### config.mk
export PLATFORM = sky130hd
export DESIGN_NAME = ts_packet_sync_and_pid_filter
export DESIGN_NICKNAME = d
export VERILOG_FILES = /design/src/tspf_pkg.sv /design/src/tspf_ram.sv /design/src/ts_packet_sync_and_pid_filter.sv
export SDC_FILE = /design/constraint.sdc
export NUM_CORES = 2
export LEC_CHECK = 0
export BUFFER_PORTS_ARGS = -buffer_cell sky130_fd_sc_hd__buf_2
export CAP_MARGIN = 10
export CORE_ASPECT_RATIO = 0.75
export CORE_UTILIZATION = 50
export CTS_CLUSTER_DIAMETER = 50
export DETAILED_ROUTE_END_ITERATION = 6
export PLACE_DENSITY = 0.71
export SYNTH_ARGS = -nofsm -noshare
export SYNTH_HDL_FRONTEND = slang
export SYNTH_HIERARCHICAL = 1
export SYNTH_SLANG_ARGS = --single-unit
### constraint.sdc
create_clock -name i_clk -period 10.51 [get_ports i_clk]
set_input_delay 3.153 -clock i_clk [delete_from_list [all_inputs] [get_ports i_clk]]
set_output_delay 3.153 -clock i_clk [all_outputs]
set_load 0.01 [all_outputs]
### src/tspf_pkg.sv
// package for the transport stream sync and pid filter
// payload structs, command and register codes, header constants; no dependencies
package tspf_pkg;

    localparam int PACKET_LEN_DEF = 188;
    localparam int BYTE_W         = 8;
    localparam int PID_W          = 13;
    localparam int OFF_W          = 9;
    localparam int HDR_LEN        = 4;

    localparam logic [BYTE_W-1:0] SYNC_BYTE = 8'h47;

    // command codes
    localparam logic CMD_BYTE  = 1'b0;
    localparam logic CMD_DRAIN = 1'b1;

    // configuration register indexes
    localparam logic CFG_PID_A = 1'b0;
    localparam logic CFG_PID_B = 1'b1;

    localparam logic [PID_W-1:0] PID_A_RESET = 13'd0;
    localparam logic [PID_W-1:0] PID_B_RESET = 13'd16;

    typedef struct packed {
        logic              cmd;
        logic [BYTE_W-1:0] stream_byte;
    } t_in_item;

    typedef struct packed {
        logic [BYTE_W-1:0] payload_byte;
        logic [PID_W-1:0]  packet_pid;
        logic              unit_start;
        logic              first_of_packet;
        logic              last_of_packet;
    } t_out_item;

    // one delay line entry
    typedef struct packed {
        logic              valid;
        logic [BYTE_W-1:0] data;
    } t_entry;

    localparam int ENTRY_W = $bits(t_entry);

endpackage

### src/tspf_ram.sv
// generic simple dual port ram, one write and one registered read port
// no dependencies
module tspf_ram #(
    parameter int WIDTH = 9,
    parameter int DEPTH = 188,
    localparam int ADDR_W = (DEPTH > 1) ? $clog2(DEPTH) : 1
) (
    input  logic              i_clk,
    input  logic              i_we,
    input  logic [ADDR_W-1:0] i_waddr,
    input  logic [WIDTH-1:0]  i_wdata,
    input  logic              i_re,
    input  logic [ADDR_W-1:0] i_raddr,
    output logic [WIDTH-1:0]  o_rdata
);

    logic [WIDTH-1:0] r_mem [DEPTH];
    logic [WIDTH-1:0] r_rdata;

    always_ff @(posedge i_clk) begin
        if (i_we) begin
            r_mem[i_waddr] <= i_wdata;
        end
        if (i_re) begin
            r_rdata <= r_mem[i_raddr];
        end
    end

    assign o_rdata = r_rdata;

endmodule

### src/ts_packet_sync_and_pid_filter.sv
// top level of the transport stream packet sync and pid payload filter
// uses tspf_pkg and two tspf_ram instances for the two-packet delay line
// a result passes the compute stage register and then the result register after the input request that
// pushes its byte out of the delay line is accepted; that byte arrived two packet lengths earlier
// throughput: one input request per cycle, held only by a stalled result register
// the delay line is two packet-long rams, read at accept so the read data lines up with the compute stage
// reset: synchronous active low; clears lock, header state, ring pointer and fill count,
// and restores the filters to their defaults;
// the rams are not cleared, a fill count masks entries that were never written
module ts_packet_sync_and_pid_filter import tspf_pkg::*; #(
    parameter int PACKET_LEN = PACKET_LEN_DEF
) (
    input  logic             i_clk,
    input  logic             i_rst_n,
    // input requests
    input  logic             i_in_valid,
    output logic             o_in_ready,
    input  t_in_item         i_in_item,
    // result requests
    output logic             o_out_valid,
    input  logic             i_out_ready,
    output t_out_item        o_out_item,
    // configuration writes
    input  logic             i_cfg_we,
    input  logic             i_cfg_index,
    input  logic [PID_W-1:0] i_cfg_data
);

    localparam int LINE_DEPTH = 2 * PACKET_LEN;
    localparam int PTR_W      = $clog2(PACKET_LEN);
    localparam int FILL_W     = $clog2(LINE_DEPTH + 1);

    // header byte positions inside a packet
    localparam logic [PTR_W-1:0] POS_PID_HI = PTR_W'(1);
    localparam logic [PTR_W-1:0] POS_PID_LO = PTR_W'(2);
    localparam logic [PTR_W-1:0] POS_CTRL   = PTR_W'(3);
    localparam logic [PTR_W-1:0] POS_ADAPT  = PTR_W'(HDR_LEN);
    localparam logic [PTR_W-1:0] POS_LAST   = PTR_W'(PACKET_LEN - 1);

    // filter registers
    logic [PID_W-1:0]  r_pid_a;
    logic [PID_W-1:0]  r_pid_b;

    // ring pointer and fill count of the delay line
    logic [PTR_W-1:0]  r_ptr;
    logic [FILL_W-1:0] r_fill;

    // compute stage: input register plus the two ram read registers
    logic              r_s1_valid;
    t_in_item          r_s1_item;
    logic [PTR_W-1:0]  r_s1_ptr;
    logic              r_s1_mid_ok;
    logic              r_s1_old_ok;

    // packet state
    logic              r_locked;
    logic [PTR_W-1:0]  r_pos;
    logic [PID_W-1:0]  r_pid;
    logic              r_us;
    logic [1:0]        r_ac;
    logic [OFF_W-1:0]  r_off;

    // result register
    logic              r_out_valid;
    t_out_item         r_out_item;

    logic              n_locked;
    logic [PTR_W-1:0]  n_pos;
    logic [PID_W-1:0]  n_pid;
    logic              n_us;
    logic [1:0]        n_ac;
    logic [OFF_W-1:0]  n_off;

    logic              in_acc;
    logic              s1_go;
    logic              s1_fire;
    logic              emit;
    t_out_item         emit_item;
    t_entry            inc_entry;
    t_entry            mid_entry;
    t_entry            old_entry;
    logic [ENTRY_W-1:0] mid_raw;
    logic [ENTRY_W-1:0] old_raw;

    // the compute stage moves on whenever the result register can take its outcome
    assign s1_go      = !r_out_valid || i_out_ready;
    assign s1_fire    = r_s1_valid && s1_go;
    assign o_in_ready = !r_s1_valid || s1_go;
    assign in_acc     = i_in_valid && o_in_ready;

    assign inc_entry = (r_s1_item.cmd == CMD_DRAIN) ? '0 : {1'b1, r_s1_item.stream_byte};
    assign mid_entry = t_entry'(mid_raw);
    assign old_entry = t_entry'(old_raw);

    // the mid ram holds the last packet length of entries, the old ram the packet before it;
    // the read happens at accept so data lines up with the compute stage
    tspf_ram #(
        .WIDTH (ENTRY_W),
        .DEPTH (PACKET_LEN)
    ) u_ram_mid (
        .i_clk   (i_clk),
        .i_we    (s1_fire),
        .i_waddr (r_s1_ptr),
        .i_wdata (inc_entry),
        .i_re    (in_acc),
        .i_raddr (r_ptr),
        .o_rdata (mid_raw)
    );

    tspf_ram #(
        .WIDTH (ENTRY_W),
        .DEPTH (PACKET_LEN)
    ) u_ram_old (
        .i_clk   (i_clk),
        .i_we    (s1_fire),
        .i_waddr (r_s1_ptr),
        .i_wdata (mid_raw),
        .i_re    (in_acc),
        .i_raddr (r_ptr),
        .o_rdata (old_raw)
    );

    // sync search, header capture and filtering for the entry leaving the line
    always_comb begin
        logic              old_v;
        logic              mid_v;
        logic              lock_now;
        logic [PTR_W-1:0]  pos;
        logic [BYTE_W-1:0] b;

        n_locked  = r_locked;
        n_pos     = r_pos;
        n_pid     = r_pid;
        n_us      = r_us;
        n_ac      = r_ac;
        n_off     = r_off;
        emit      = 1'b0;
        emit_item = '0;

        // entries never written read as invalid
        old_v = r_s1_old_ok && old_entry.valid;
        mid_v = r_s1_mid_ok && mid_entry.valid;
        b     = old_entry.data;

        lock_now = !r_locked && old_v && (old_entry.data == SYNC_BYTE) &&
                   mid_v && (mid_entry.data == SYNC_BYTE) &&
                   inc_entry.valid && (inc_entry.data == SYNC_BYTE);

        pos = r_pos;
        if (lock_now) begin
            n_locked = 1'b1;
            pos      = '0;
            n_pos    = '0;
        end

        if (n_locked && old_v) begin
            if (pos == POS_PID_HI) begin
                n_us  = b[6];
                n_pid = {b[4:0], r_pid[BYTE_W-1:0]};
            end else if (pos == POS_PID_LO) begin
                n_pid = {r_pid[PID_W-1:BYTE_W], b};
            end else if (pos == POS_CTRL) begin
                n_ac  = b[5:4];
                n_off = OFF_W'(HDR_LEN) + OFF_W'(r_us);
            end else if (pos == POS_ADAPT) begin
                // control 2 or 3 carries an adaptation field
                if (r_ac[1]) begin
                    n_off = OFF_W'(HDR_LEN + 1) + OFF_W'(b) + OFF_W'(r_us);
                end
            end

            // filters are read here, at the moment of emission
            if ((pos >= POS_ADAPT) && (n_off < OFF_W'(PACKET_LEN)) &&
                (OFF_W'(pos) >= n_off) && ((n_pid == r_pid_a) || (n_pid == r_pid_b))) begin
                emit                      = 1'b1;
                emit_item.payload_byte    = b;
                emit_item.packet_pid      = n_pid;
                emit_item.unit_start      = n_us;
                emit_item.first_of_packet = (OFF_W'(pos) == n_off);
                emit_item.last_of_packet  = (pos == POS_LAST);
            end

            n_pos = (pos == POS_LAST) ? '0 : pos + PTR_W'(1);
        end
    end

    always_ff @(posedge i_clk) begin
        if (!i_rst_n) begin
            r_pid_a     <= PID_A_RESET;
            r_pid_b     <= PID_B_RESET;
            r_ptr       <= '0;
            r_fill      <= '0;
            r_s1_valid  <= 1'b0;
            r_locked    <= 1'b0;
            r_pos       <= '0;
            r_pid       <= '0;
            r_us        <= 1'b0;
            r_ac        <= '0;
            r_off       <= '0;
            r_out_valid <= 1'b0;
        end else begin
            if (i_cfg_we) begin
                unique case (i_cfg_index)
                    CFG_PID_A: r_pid_a <= i_cfg_data;
                    CFG_PID_B: r_pid_b <= i_cfg_data;
                    default: ;
                endcase
            end

            // accept into the compute stage, note which ram entries are filled
            if (in_acc) begin
                r_ptr  <= (r_ptr == POS_LAST) ? '0 : r_ptr + PTR_W'(1);
                if (r_fill != FILL_W'(LINE_DEPTH)) begin
                    r_fill <= r_fill + FILL_W'(1);
                end
            end
            if (o_in_ready) begin
                r_s1_valid <= in_acc;
            end

            if (s1_fire) begin
                r_locked <= n_locked;
                r_pos    <= n_pos;
                r_pid    <= n_pid;
                r_us     <= n_us;
                r_ac     <= n_ac;
                r_off    <= n_off;
            end

            if (s1_go) begin
                r_out_valid <= s1_fire && emit;
            end
        end
    end

    // payload registers, no reset
    always_ff @(posedge i_clk) begin
        if (in_acc) begin
            r_s1_item   <= i_in_item;
            r_s1_ptr    <= r_ptr;
            r_s1_mid_ok <= (r_fill >= FILL_W'(PACKET_LEN));
            r_s1_old_ok <= (r_fill == FILL_W'(LINE_DEPTH));
        end
        if (s1_fire && emit) begin
            r_out_item <= emit_item;
        end
    end

    assign o_out_valid = r_out_valid;
    assign o_out_item  = r_out_item;

endmodule

==> metrics.md <==
| Metric | Value |
|---|---|
| Status | `finished clean` |
| Grt ovf | `0` |
| Fraction of layout instances using a drive strength above 1 | `0.201` |
| Critical path class | `reg2reg` |
| Area post-placement | `143000 sq um` |
| Worst Tran Pin Value | `1.45 ns` |
| Worst slew slack as a fraction of its limit | `0.0350` |
| Max-slew violations | `0` |
| Width of the chip | `slightly above 600 um` |
| Time the final worst path needs with I/O delays and setup | `between 6 and 7 ns` |
| Top cell type by total area after synthesis | `sky130_fd_sc_hd__edfxtp_1` |
| Reg-to-reg slack, setup | `3.60 ns` |
| Worst-path maximum fanout | `27` |
| Antenna violations before repair | `17` |
| Die H | `around 460 um` |
| Pin count of the biggest net entering global routing | `188` |
| Wire length of the first global-routing pass | `524 mm` |
| Cells taking the most area after synthesis | `sky130_fd_sc_hd__edfxtp_1, sky130_fd_sc_hd__mux4_2, sky130_fd_sc_hd__mux2i_1, sky130_fd_sc_hd__nor2_1, sky130_fd_sc_hd__dfxtp_1` |
| Critical Path End | `o_out_item[22]$_SDFFCE_PN0P_` |
| Post-CTS Setup Inserts | `0` |
| Maximum clock path buffer count | `4` |
| Setup repair after global routing missed its margin | `no` |
| Number of global-route vias before repair | `between 70000 and 80000` |
| Number of cell rows | `167` |
| Post-synthesis instance area | `between 100000 and 150000 sq um` |
| Ratio of total power to cell area | `between 150 and 200 nW/um^2` |
| Share of the synthesized area in the top cell type | `0.744` |
| Achievable Freq | `around 0.14 GHz` |
| Post-Syn Instances | `~7000` |
| Number of design rule violations left after detail routing | `0` |
| Net count after synthesis | `7123` |
| Post-cts sizing count | `0` |
| Warnings, synthesis | `6` |
| Post-Route Skew | `between 0.05 and 0.06 ns` |
| TritonCTS clock tree | `done` |
| Reg-to-Reg Start | `u_ram_mid/o_rdata[6]$_DFFE_PP_` |
| Routed via count | `74255` |
| Element type at the critical path end | `flop` |
| Mean post-synth cell area | `between 15 and 20 sq um` |
| Final Hold Violating Endpoints | `0` |
| Data required time of the worst path | `about 11 ns` |
| Sum Neg Setup Slack | `0 ns` |
| Fill cell instance count of the final layout | `between 20000 and 25000` |
| Reg2Reg Depth | `19` |
| Clock buffer count from CTS | `approximately 340` |
| Total I/O pin count | `54` |
| Proportion of register bits with asynchronous set or reset after synthesis | `0` |
| Launching instance or port of the critical path | `u_ram_mid/o_rdata[6]$_DFFE_PP_` |
| Final Setup Violations | `0` |
| Pleak | `between 0.04 and 0.05 uW` |
| Number of flops mapped to enable cells by yosys | `approximately 3400` |
| Synth Register Bits | `about 3500` |
| Port Buffer Count | `53` |
| Worst endpoint data arrival time | `between 7 and 8 ns` |
| Detail-routed via count per cell | `about 6.6` |
| Clock latency at the later pin of the worst-skew pair | `between 0.9 and 1 ns` |
| NumNets Final | `7265` |
| Core outline area | `276000 sq um` |
| Clock root buffer master | `sky130_fd_sc_hd__clkbuf_16` |
| All-layer global routing usage | `0.260` |
| Endpoint of the lowest-slack register-to-register path | `o_out_item[22]$_SDFFCE_PN0P_` |
| Average routed wire per standard cell | `roughly 33 um` |
| Die area | `about 280000 sq um` |
| First-pass detailed-route iteration total | `7` |
| Startpoint type of the worst setup path | `flop` |
| Worst hold path type | `reg2reg` |
| Portion of the post-synthesis area used by sequential elements | `0.756` |
| Share of the clock period used by the worst path after layout | `0.658` |
| Max cap viols | `0` |
| Area delta synth->final | `10.9%` |
| Main flop type after synthesis | `sky130_fd_sc_hd__edfxtp_1` |
| Clock-pin slew reported for the worst setup and hold paths after clock tree synthesis | `about 0.060 ns` |
| Drt initial violations | `between 10000 and 15000` |
| Half-perimeter wire length after detailed placement | `approximately 230 mm` |
| Peak supply drop | `0.000144 V` |
| Unique masters post-synth | `84` |
| Final Wtd Congestion | `0.957` |
| CTS H-tree lvls | `5` |
| Clk sink count | `between 3000 and 4000` |
| DRT antenna net count | `0` |
| Finished layout cell area | `154000 sq um` |
| Effective utilization at floorplan | `0.503` |
| Quantity of hold-fixing buffers added after cts | `0` |
| Wire length reported by the detailed router | `368 mm` |
## area by class of cell
cell class / instances / area (sq um) / area share
flip-flops and latches: 3523 / 105000 / 0.682
multi-input cells: 3107 / 31600 / 0.205
clock buffers: 415 / 8950 / 0.0581
well taps: 3718 / 4650 / 0.0302
clock inverters: 202 / 2050 / 0.0133
repair buffers: 210 / 1590 / 0.0103
inverters: 40 / 160 / 0.00104
diodes: 9 / 22.5 / 0.000146
## cell usage in the layout (no fill, tap or decap), drive strengths merged, types with 14 or more instances in the layout
cell type / instances
mux2i: 332
a22oi: 100
and2: 26
clkinvlp: 16
nor2b: 86
buf: 210
dfxtp: 78
o221ai: 142
nor2: 446
edfxtp: 3445
nor3: 33
nand2: 300
ha: 16
mux2: 14
xnor2: 27
nand3: 93
a221oi: 34
xor2: 24
a22o: 37
a21oi: 131
clkinv: 127
o22ai: 120
mux4: 712
inv: 66
a21boi: 45
a211oi: 41
o21ai: 79
clkbuf: 415
nand2b: 28
nor4: 45
bufinv: 33
nand4: 39
## Yosys cell counts, drive strengths merged (26+ instances only)
master,number
edfxtp,3445
a22oi,100
o22ai,120
a21oi,131
nand3,93
a221oi,34
nor3,33
nor2,446
xnor2,27
a211oi,41
buf,198
nand2,300
and2,26
o21ai,79
nand2b,28
o221ai,142
clkbuf,211
a21boi,45
nor4,45
a22o,37
mux2i,332
nand4,39
inv,38
mux4,712
dfxtp,78
nor2b,86
## stage by stage
| step | setup WS (ns) | util | hold WS [ns] | power, uW | instances |
|---|---|---|---|---|---|
| after CTS | 3.65 | 0.558 | 0.488 | 29700 | 11215 |
| after global routing | 3.12 | 0.558 | 0.501 | 30300 | 11217 |
| final | 3.60 | 0.558 | 0.487 | 29600 | 11224 |
| after floorplan | 0.920 | - | 0.440 | 17100 | 7079 |
| after detailed placement | 3.61 | 0.518 | 0.479 | 17700 | 10598 |
| after global placement | 3.63 | 0.518 | 0.464 | 17700 | 10596 |
## kinds of logic after synthesis
logic type / after synthesis / synth area share
AOI/OAI and AO/OA: 828 / 0.0427
buffers and inverters: 449 / 0.0175
adders and majority gates: 16 / 0.00144
muxes: 1058 / 0.140
and+or+nand+nor: 1154 / 0.0391
DFF: 3523 / 0.756
xor gates and xnor gates: 51 / 0.00321
## routing by layer
layer | part of all wire | up-vias | wire length, um | global-route usage
met5 | 0.00043 | - | 158 | 0
met4 | 0.026 | 22 | 9660 | 0.0651
met3 | 0.15 | 637 | 56900 | 0.0974
met2 | 0.42 | 5651 | 155000 | 0.356
met1 | 0.40 | 38377 | 146000 | 0.392
li1 | - | 29568 | - | -
## worst min-delay path by stage
stage / from / to / depth (start not counted) / slack, ns
after floorplan: r_off[8]$_SDFFE_PN0P_ / r_off[8]$_SDFFE_PN0P_ / 2 / 0.44
after global placement: r_pid_a[0]$_SDFFE_PN0P_ / r_pid_a[0]$_SDFFE_PN0P_ / 2 / 0.46
after detailed placement: r_off[0]$_SDFFE_PN0P_ / r_off[0]$_SDFFE_PN0P_ / 2 / 0.48
after CTS: r_off[0]$_SDFFE_PN0P_ / r_off[0]$_SDFFE_PN0P_ / 2 / 0.49
after global routing: r_off[7]$_SDFFE_PN0P_ / r_off[7]$_SDFFE_PN0P_ / 2 / 0.50
final: r_pid_a[0]$_SDFFE_PN0P_ / r_pid_a[0]$_SDFFE_PN0P_ / 2 / 0.49
## flip-flops by register name (all words and copies together), names as in the netlist, 8 cells and up
register	count
r_ptr	8
u_ram_old/o_rdata	9
r_pid_b	13
r_pid	13
o_out_item	24
r_pid_a	13
u_ram_mid/o_rdata	9
r_pos	8
u_ram_old/r_mem	1692
r_off	9
r_s1_ptr	8
r_fill	9
r_s1_item	9
u_ram_mid/r_mem	1692
## power breakdown
part           leakage (uW)  total, uW  switching, uW  internal [uW]
combinational       0.00969       1810           1180            639
clock               0.00537      12200           5230           6920
sequential           0.0318      15600           52.7          15600
total                0.0468      29600           6460          23100
## worst max-delay path, stage by stage (launching register included)
cell and delay, ns:
sky130_fd_sc_hd__edfxtp_1 1.06, sky130_fd_sc_hd__nor4bb_1 0.38, sky130_fd_sc_hd__nand4_1 0.22, sky130_fd_sc_hd__or4_4 0.72
sky130_fd_sc_hd__and2_1 0.27, sky130_fd_sc_hd__inv_1 0.09, sky130_fd_sc_hd__ha_1 0.17, sky130_fd_sc_hd__nand4_1 0.23
sky130_fd_sc_hd__nor2_1 0.75, sky130_fd_sc_hd__mux2i_1 0.24, sky130_fd_sc_hd__or2_2 0.33, sky130_fd_sc_hd__ha_1 0.32
sky130_fd_sc_hd__nand3_1 0.09, sky130_fd_sc_hd__nor3_1 0.37, sky130_fd_sc_hd__nand2_1 0.09, sky130_fd_sc_hd__mux2i_1 0.25
sky130_fd_sc_hd__a211oi_4 0.06, sky130_fd_sc_hd__buf_4 0.25, sky130_fd_sc_hd__nor4_2 0.28, sky130_fd_sc_hd__buf_4 0.36
(Power assumes the default switching activity.)
